[src/hw/rtl/lrs_pkg.sv]
// Shared constants, types and controller interface structs for the radix sort unit.
package lrs_pkg;

    localparam int MAX_ROWS    = 4096;
    localparam int AW          = $clog2(MAX_ROWS);
    localparam int CW          = $clog2(MAX_ROWS + 1);
    localparam int KEY_W       = 64;
    localparam int IDX_W       = 12;
    localparam int BIN_W       = 8;
    localparam int BINS        = 256;
    localparam int NUM_PASSES  = 8;
    localparam int PASS_W      = 3;
    localparam int IN_TDATA_W  = 80;
    localparam int OUT_TDATA_W = 80;

    typedef enum logic {
        OP_LOAD = 1'b0,
        OP_READ = 1'b1
    } t_op;

    typedef enum logic [4:0] {
        ST_CLR_RST,
        ST_LOAD,
        ST_LD_DISP,
        ST_OUT,
        ST_OUT_DISP,
        ST_LD_A,
        ST_LD_B,
        ST_PASS_INIT,
        ST_SCAN,
        ST_SCAN_END,
        ST_SCAN_DEC,
        ST_SCT_A,
        ST_SCT_B,
        ST_SCT_C,
        ST_PASS_NEXT,
        ST_CLR_SORT,
        ST_RD_A,
        ST_RD_B
    } t_state;

    typedef struct packed {
        logic capture;
        logic new_seq;
        logic ld_rd;
        logic ld_wr;
        logic clr;
        logic bin_inc;
        logic scan_rd;
        logic pass_init;
        logic pass_adv;
        logic src_elem;
        logic sc_mv;
        logic sc_wr;
        logic flip;
        logic out_load;
    } t_cmd;

    typedef struct packed {
        t_op  in_op;
        logic in_last;
        logic multi;
        logic bin_last;
        logic pass_last;
        logic elem_last;
        logic rd_ok;
        logic out_free;
    } t_sts;

endpackage

[src/hw/rtl/lrs_ctrl.sv]
// Controller state machine sequencing load, histogram scan, scatter, clear and read-out.
module lrs_ctrl import lrs_pkg::*; (
    input  logic i_clk,
    input  logic i_rst_n,
    input  logic i_s_valid,
    output logic o_s_ready,
    input  t_sts i_sts,
    output t_cmd o_cmd
);

    t_state r_state;
    t_state n_state;

    always_ff @(posedge i_clk) begin
        if (!i_rst_n) begin
            r_state <= ST_CLR_RST;
        end else begin
            r_state <= n_state;
        end
    end

    always_comb begin
        n_state   = r_state;
        o_cmd     = '0;
        o_s_ready = 1'b0;
        case (r_state)
            ST_CLR_RST: begin
                o_cmd.clr     = 1'b1;
                o_cmd.bin_inc = 1'b1;
                if (i_sts.bin_last) n_state = ST_LOAD;
            end
            ST_LOAD: begin
                o_s_ready = 1'b1;
                if (i_s_valid) begin
                    o_cmd.capture = 1'b1;
                    n_state       = ST_LD_DISP;
                end
            end
            ST_LD_DISP: begin
                // A read while loading is dropped.
                n_state = (i_sts.in_op == OP_LOAD) ? ST_LD_A : ST_LOAD;
            end
            ST_OUT: begin
                o_s_ready = 1'b1;
                if (i_s_valid) begin
                    o_cmd.capture = 1'b1;
                    n_state       = ST_OUT_DISP;
                end
            end
            ST_OUT_DISP: begin
                if (i_sts.in_op == OP_LOAD) begin
                    o_cmd.new_seq = 1'b1;
                    n_state       = ST_LD_A;
                end else if (i_sts.rd_ok) begin
                    n_state = ST_RD_A;
                end else begin
                    n_state = ST_OUT;
                end
            end
            ST_LD_A: begin
                o_cmd.ld_rd = 1'b1;
                n_state     = ST_LD_B;
            end
            ST_LD_B: begin
                o_cmd.ld_wr = 1'b1;
                n_state     = i_sts.in_last ? ST_PASS_INIT : ST_LOAD;
            end
            ST_PASS_INIT: begin
                o_cmd.pass_init = 1'b1;
                n_state         = ST_SCAN;
            end
            ST_SCAN: begin
                o_cmd.scan_rd = 1'b1;
                o_cmd.bin_inc = 1'b1;
                if (i_sts.bin_last) n_state = ST_SCAN_END;
            end
            ST_SCAN_END: begin
                n_state = ST_SCAN_DEC;
            end
            ST_SCAN_DEC: begin
                n_state = i_sts.multi ? ST_SCT_A : ST_PASS_NEXT;
            end
            ST_SCT_A: begin
                o_cmd.src_elem = 1'b1;
                n_state        = ST_SCT_B;
            end
            ST_SCT_B: begin
                o_cmd.src_elem = 1'b1;
                o_cmd.sc_mv    = 1'b1;
                n_state        = ST_SCT_C;
            end
            ST_SCT_C: begin
                o_cmd.sc_wr = 1'b1;
                if (i_sts.elem_last) begin
                    o_cmd.flip = 1'b1;
                    n_state    = ST_PASS_NEXT;
                end else begin
                    n_state = ST_SCT_A;
                end
            end
            ST_PASS_NEXT: begin
                o_cmd.pass_adv = 1'b1;
                n_state        = i_sts.pass_last ? ST_CLR_SORT : ST_PASS_INIT;
            end
            ST_CLR_SORT: begin
                o_cmd.clr     = 1'b1;
                o_cmd.bin_inc = 1'b1;
                if (i_sts.bin_last) n_state = ST_OUT;
            end
            ST_RD_A: begin
                n_state = ST_RD_B;
            end
            ST_RD_B: begin
                if (i_sts.out_free) begin
                    o_cmd.out_load = 1'b1;
                    n_state        = ST_OUT;
                end
            end
            default: begin
                n_state = ST_CLR_RST;
            end
        endcase
    end

endmodule

[config.mk]
export PLATFORM = sky130hd
export DESIGN_NAME = lrs_ctrl
export DESIGN_NICKNAME = d
export VERILOG_FILES = /design/src/hw/rtl/lrs_pkg.sv /design/src/hw/rtl/lrs_ctrl.sv
export SDC_FILE = /design/constraint.sdc
export NUM_CORES = 1
export LEC_CHECK = 0
export BUFFER_PORTS_ARGS = -buffer_cell sky130_fd_sc_hd__clkbuf_2
export CORE_UTILIZATION = 42
export CTS_CLUSTER_SIZE = 24
export DETAILED_ROUTE_END_ITERATION = 10
export PLACE_DENSITY = 0.7
export SLEW_MARGIN = 20
export SYNTH_ARGS = -nofsm -noshare
export SYNTH_HDL_FRONTEND = slang
export SYNTH_SLANG_ARGS = --single-unit
[constraint.sdc]
create_clock -name i_clk -period 4.5 [get_ports i_clk]
set_clock_uncertainty 0.15 [all_clocks]
set_input_delay 0.675 -clock i_clk [delete_from_list [all_inputs] [get_ports i_clk]]
set_output_delay 0.675 -clock i_clk [all_outputs]
set_load 0.02 [all_outputs]
# Word level (Yosys, flattened, before mapping)
# Cells that the tools add are included.
# W data, S select, Z words.
[classes]
eq_ne = 23
muxes = 32
n_reduce_logical = 6
[ops]
columns = ["cell", "n"]
rows = [
  ["$pmux W5 S18", 1],
  ["$eq A5 B4 Y1 const B", 8],
  ["$mux W5", 8],
  ["$eq A5 B3 Y1 const B", 4],
  ["$mux W1", 17],
  ["$mux W3", 4],
  ["$ne A2 B2 Y1 const B", 6],
  ["$eq A5 B2 Y1 const B", 2],
  ["$eq A5 B5 Y1 const B", 2],
  ["$reduce_and A6 Y1", 1],
  ["$reduce_or A2 Y1", 3],
  ["$eq A5 B1 Y1 const B", 1],
  ["$logic_not A5 Y1", 1],
  ["$mux W4", 1],
  ["$reduce_or A3 Y1", 1],
  ["$mux W2", 1],
]
[word_totals]
register_bits = 5
output_inout_bits = 15

# Depth between registers and ports, before layout
# Gate-level depths: netlist (run 1).
[logic_depth]
word_depth = 3
depth_mapped = 7
depth_no_buf = 5

# Worst setup path after synthesis (run 1)
# Ideal clock, no wire load.
[synth_timing]
kind = "reg2out"
startpoint = "register r_state[3]"
endpoint = "output port o_cmd[8] (netlist bit)"
arrival_time_ps = 1692
setup_slack_ps = 1983
stages_incl_launch_ff = 6
path_cell_list = "dfxtp_1 buf_2 buf_2 nand2_1 nor3_1 or2_1"
[synth_rtl]
columns = ["element", "line", "text"]
rows = [
  ["start: declaration", "lrs_ctrl.sv:11", "t_state r_state;"],
  ["start signal: assignment", "lrs_ctrl.sv:18", "r_state <= n_state;"],
  ["end: declaration", "lrs_ctrl.sv:8", "output t_cmd o_cmd"],
]

==> qor.csv, run 1 <==
metric;value;unit
register area share after synthesis;0.145;
outcome;finished, final reports clean;
initial antenna violation count;0;
fraction of layout cells with a size suffix above 1;0.308;
LEAKAGE;0.000338;µW
Main synth FF type;dfxtp_1;
fin crit period;2.72;ns
Final WS setup;1.78;ns
# fillers;164;
overall routing resource usage;0.203;
final hold vios;0;
total grt overflow;0;
PortBufs;25;
RSZ-0062 raised after global routing;no;
CTS tree;done;
nets;129;
Top Registers;r_state (5);
Worst-path clk slew;0.05;ns
Fin Setup TNS;0;ns
Rows;14;
Ant. Diodes;0;
Slew Viols, Final;0;
WL/cell;13.8;µm
Worst Tran Pin Value;0.800;ns
postcts setup bufs;0;
Crit Path Class;reg -> out;
CTS Buffer Depth;2;
Reg with most FFs;r_state;
final core occ;0.527;
Die Width;42.6;µm
most common cell after layout, fill and taps aside;clkbuf_2;
DR pass1 iterations;4;
worst skew pair latency;0.25;ns
CTS Root Cell;clkbuf_4;
CP Max Fanout;26;
VDD IR max;0.000200;V
max reg flops;5;
max-cap violation count;0;
number of buffers created by CTS;3;
most frequent cells in the layout;25 x clkbuf_2, 8 x nor2_1, 6 x a21oi_1;
Max Clock Freq;368;MHz
clk sink count;5;
CTS H-tree lvls;1;
die area;1810;µm²
CP arrival;1.89;ns
Slew Limit Headroom;0.466;
DR vias;792;
CP Capture Type;output pin;
antenna-violating nets left;0;
largest net degree at the start of global routing;27;
post-synth net total;108;
worst endpoint required time;3.67;ns
Synthesis Warnings;0;
Post-synth ARST share;0;
top-level port count;26;
hpwl dp;1320;µm
flop-to-flop setup slack;2.38;ns
Die Height;42.6;µm
hold bufs inserted after CTS;0;
Vias/cell;5.95;
dpl ws;2.10;ns
Core ar.;1520;µm²
Pwr per Cell Area;386;nW/µm²
global-route wire length before repair;2880;µm
Placer Congestion;0.850;
initial DRC count;18;
crit start category;register;
# setup viols final;0;
Hold WC Path Type;in -> reg;
mapped cell area;692;µm²
post-cts sizing count;0;
Initial Util;0.454;
Syn Inst Count;97;
synth unique cells;43;
Layout area overhead;16.1;%
Final Cycle Share;0.604;
final WL;1840;µm
synthesized flop and latch total;5;
mean post-synth cell area;7.13;µm²
vias in the first global route;683;
drc violations;0;
EDFF count, synth;0;
-- cell usage after synthesis, drive strengths merged, types with 2 or more instances --
library cell	number	area share
nand3	4	0.029
or2	2	0.018
o31ai	2	0.022
o22ai	3	0.027
and3	2	0.018
and2	2	0.018
a211oi	2	0.029
nor4	3	0.027
dfxtp	5	0.14
nand3b	2	0.022
a2111oi	2	0.025
nand2b	4	0.047
or3	3	0.034
nor3	6	0.051
nor2	8	0.043
inv	5	0.027
nor2b	2	0.018
o21ai	5	0.036
buf	9	0.087
nand2	5	0.027
a21oi	6	0.043
-- logic make-up after synthesis --
| kind of cell | Yosys count | synth area share |
|---|---|---|
| AND/OR/NAND/NOR | 50 | 0.450 |
| AO/OA/AOI/OAI | 27 | 0.277 |
| buffers and inverters | 14 | 0.114 |
| flip-flops | 5 | 0.145 |
| multiplexers | 1 | 0.0145 |
-- worst max-delay path, cell delays in order (launching register included) --
cell	delay [ns]
dfxtp_1	0.84
nand2_1	0.24
nor3_1	0.25
or2_1	0.15
clkbuf_2	0.16
-- worst paths after layout --
| kind | startpoint | to | depth (start not counted) |
|---|---|---|---|
| hold reg to reg | r_state[1]$_SDFFE_PN0P_ | r_state[1]$_SDFFE_PN0P_ | 2 |
| setup / recovery | r_state[3]$_SDFFE_PN0P_ | o_cmd[8] | 4 |
| setup reg to reg | r_state[3]$_SDFFE_PN0P_ | r_state[0]$_SDFFE_PN0P_ | 5 |
| hold / removal | i_rst_n | r_state[4]$_SDFFE_PN0P_ | 2 |
-- stage by stage --
| stage | cell area, µm² | hold WS (ns) | power, µW | cells |
|---|---|---|---|---|
| 2_1_floorplan | 692 | 0.563 | 224 | 97 |
| 3_3_place_gp | 777 | 0.569 | 251 | 129 |
| 3_5_place_dp | 777 | 0.571 | 255 | 129 |
| 4_1_cts | 803 | 0.562 | 311 | 133 |
| 5_1_grt | 803 | 0.578 | 330 | 133 |
| 6_report | 803 | 0.564 | 310 | 133 |
-- final cells by class --
type                       count  area, µm²  area share
clock buffer                   4       26.3      0.0327
multi-input combinational     78        513       0.639
timing repair buffer          25        125       0.156
sequential                     5        100       0.125
inverter                       5       18.8      0.0234
tap                           16       20.0      0.0249
-- metal layers --
layer | vias up | share of wire | track usage
met5 | - | 0 | 0
met1 | 351 | 0.47 | 0.263
met2 | 39 | 0.46 | 0.320
li1 | 400 | - | -
met3 | 2 | 0.056 | 0.0560
met4 | 0 | 0.0076 | 0.0750
-- power by group --
part	internal (µW)	switching, µW
Combinational	72.0	91.6
Clock	33.6	20.5
Sequential	52.4	39.6
Total	158	152
Note: power is estimated with default switching activity, not from simulation.
==> run 2: changes to the inputs <==
Settings changed: ABC_AREA from default to 1.
Clock period 4.5 ns to 2.8 ns, I/O delays scaled along.
==> qor.csv, run 2 <==
metric;value;unit;change
final hold vios;0;;unchanged
Post-Synth Adder-Cell Area;0;;unchanged
hold bufs inserted after CTS;0;;unchanged
initial antenna violation count;0;;unchanged
Final Cycle Share;0.717;;
Placer Congestion;0.996;;was 0.850
overall routing resource usage;0.218;;was 0.203
Fin Setup TNS;0;ns;unchanged
Design Power;684;µW;was 310 µW
die area;1850;µm²;was 1810 µm²
Synth top cells by count;34 x nand2_1, 21 x nor2_1, 20 x inv_1;;was 8 x nor2_1, 6 x a21oi_1, 6 x buf_2
dpl ws;1.07;ns;was 2.10 ns
global-route wire length before repair;3070;µm;was 2880 µm
DR vias;840;;was 792
CTS Buffer Depth;2;;unchanged
Initial Util;0.458;;was 0.454
nets;169;;was 129
post-synthesis share of cell area spent on xor and xnor gates;0;;unchanged
dominant cell by count in the synthesized netlist;nand2_1;;was nor2_1
CP Capture Type;output pin;;unchanged
Top Registers;r_state (5);;unchanged
Final WS setup;0.791;ns;was 1.78 ns
mean post-synth cell area;5.51;µm²;was 7.13 µm²
CTS Root Cell;clkbuf_4;;unchanged
worst skew pair latency;0.24;ns;was 0.25 ns
largest net degree at the start of global routing;10;;was 27
EDFF count, synth;0;;unchanged
Worst-path clk slew;0.04;ns;was 0.05 ns
Ant. Diodes;0;;unchanged
worst endpoint required time;2.23;ns;was 3.67 ns
clk sink count;5;;unchanged
mapped cell area;706;µm²;was 692 µm²
mux cell area share after synthesis;0;;was 0.0145
Crit Path Class;reg -> out;;unchanged
# setup viols final;0;;unchanged
top-level port count;26;;unchanged
max reg flops;5;;unchanged
post-synth net total;139;;was 108
area leader, netlist;nand2_1;;was dfxtp_1
Synth Area in Compound Gates;0.0550;;was 0.277
most common cell after layout, fill and taps aside;nand2_1;;was clkbuf_2
hold path depth;3;;was 2
hold worst-path end;r_state[4]$_SDFFE_PN0P_;;unchanged
Hold WC Path Type;in -> reg;;unchanged
crit path cell chain;inv_2, nor2_2, nand3_1, nor2_1, clkbuf_2;;was nand2_1, nor3_1, or2_1, clkbuf_2
Rows;14;;unchanged
top cells by area, synth;nand2_1 18%, dfxtp_1 14%, nor2_1 11%, inv_1 11%, nand3_1 9.2%;;was dfxtp_1 14%, a21oi_1 4.3%, buf_2 4.3%, nor2_1 4.3%, nor3_1 3.6%
fin crit period;2.01;ns;
Worst Tran Pin Value;0.342;ns;was 0.800 ns
Die Height;43.0;µm;was 42.6 µm
drc violations;0;;unchanged
DR pass1 iterations;4;;unchanged
largest family of logic cells by synthesized area;simple AND/OR/NAND/NOR gates;;unchanged
RR Startpoint;r_state[0]$_SDFFE_PN0P_;;was r_state[3]$_SDFFE_PN0P_
crit start category;register;;unchanged
synth unique cells;18;;was 43
outcome;finished, final reports clean;;unchanged
synthesized flop and latch total;5;;unchanged
CTS H-tree lvls;1;;unchanged
most frequent cells in the layout;34 x nand2_1, 25 x clkbuf_2, 21 x nor2_1;;was 25 x clkbuf_2, 8 x nor2_1, 6 x a21oi_1
max-cap violation count;0;;unchanged
Reg with most FFs;r_state;;unchanged
slowest CP cell;dfxtp_1;;unchanged
number of buffers created by CTS;3;;unchanged
final WL;1800;µm;was 1840 µm
postcts setup bufs;0;;unchanged
Hold Path Origin;i_rst_n;;unchanged
top cell type's share of synthesized area;0.181;;was 0.145
LEAKAGE;0.000557;µW;was 0.000338 µW
flop-to-flop setup slack;1.15;ns;was 2.38 ns
CTS tree;done;;unchanged
Worst R2R End;r_state[2]$_SDFFE_PN0P_;;was r_state[0]$_SDFFE_PN0P_
Core ar.;1540;µm²;was 1520 µm²
WL/cell;10.4;µm;was 13.8 µm
hpwl dp;1530;µm;was 1320 µm
post-cts sizing count;0;;unchanged
Layout area overhead;24.3;%;was 16.1%
initial DRC count;17;;was 18
antenna-violating nets left;0;;unchanged
PortBufs;25;;unchanged
Slew Limit Headroom;0.772;;was 0.466
Slew Viols, Final;0;;unchanged
RSZ-0062 raised after global routing;no;;unchanged
Vias/cell;4.86;;was 5.95
Die Width;43.0;µm;was 42.6 µm
CP arrival;1.44;ns;was 1.89 ns
Max Clock Freq;498;MHz;
fraction of layout cells with a size suffix above 1;0.338;;was 0.308
CP Max Fanout;6;;was 26
VDD IR max;0.000409;V;was 0.000200 V
Pwr per Cell Area;780;nW/µm²;was 386 nW/µm²
Syn Inst Count;128;;was 97
total grt overflow;0;;unchanged
Worst path max stage delay;0.44;ns;was 0.84 ns
Main synth FF type;dfxtp_1;;unchanged
Synthesis Warnings;0;;unchanged
vias in the first global route;746;;was 683
register area share after synthesis;0.142;;was 0.145
R2R depth;9;;was 5
Post-synth ARST share;0;;unchanged
simple-gate share of the synthesized area;0.665;;was 0.450
run 2: cell count changes in the layout (fill, tap and decap cells not counted), moves of 4 or more:
| cell | change |
|---|---|
| nor3_1 | -4 |
| nand2_1 | +29 |
| nor2_2 | +5 |
| nand2_4 | +4 |
| inv_1 | +15 |
| inv_2 | +6 |
| nand3_1 | +9 |
| nor2_1 | +13 |
run 2: final cells by class:
type | count | area [µm²]
tap | 16 | 20.0
fill | 164 | 664
inverter | 26 | 97.6
clock buffer | 4 | 26.3
sequential | 5 | 100
multi-input combinational | 97 | 508
timing repair buffer | 25 | 125
run 2: worst max path at each step:
stage | startpoint | to | slack [ns] | depth (start not counted)
2_1_floorplan | r_state[2]$_SDFFE_PN0P_ | o_cmd[13] | 1.09 | 3
5_1_grt | r_state[0]$_SDFFE_PN0P_ | o_cmd[0] | 0.68 | 5
3_5_place_dp | r_state[0]$_SDFFE_PN0P_ | o_cmd[0] | 1.07 | 5
3_3_place_gp | r_state[0]$_SDFFE_PN0P_ | o_cmd[0] | 1.09 | 5
6_report | r_state[0]$_SDFFE_PN0P_ | o_cmd[0] | 0.79 | 5
4_1_cts | r_state[0]$_SDFFE_PN0P_ | o_cmd[0] | 0.81 | 5
run 2: power by group:
group	switching [µW]	internal [µW]	total, µW
combinational	319	153	472
sequential	39.1	90.3	129
clock	28.8	53.8	82.6
total	387	297	684
run 2: worst max-delay path: cells and delay by family (launching register included):
family                 cells  cell delay, ns
buffers and inverters      2            0.28
DFF                        1            0.44
and+or+nand+nor            3            0.47
run 2: kinds of logic (layout without fill, tap and decap cells):
group / after synthesis / in the layout
compound gates: 7 / 7
buf+inv: 26 / 55
simple gates: 90 / 90
flops: 5 / 5
run 2: through the flow:
step	hold slack [ns]	cells	area, µm²	util
6_report	0.253	173	877	0.569
5_1_grt	0.276	173	877	0.569
4_1_cts	0.246	173	877	0.569
3_5_place_dp	0.400	169	851	0.552
3_3_place_gp	0.394	169	851	0.552
2_1_floorplan	0.360	128	706	-
run 2: routing by layer:
metal	global-route usage	wire (µm)
met1	0.270	820
met2	0.345	841
met3	0.0298	76
met4	0.145	58
met5	0	0
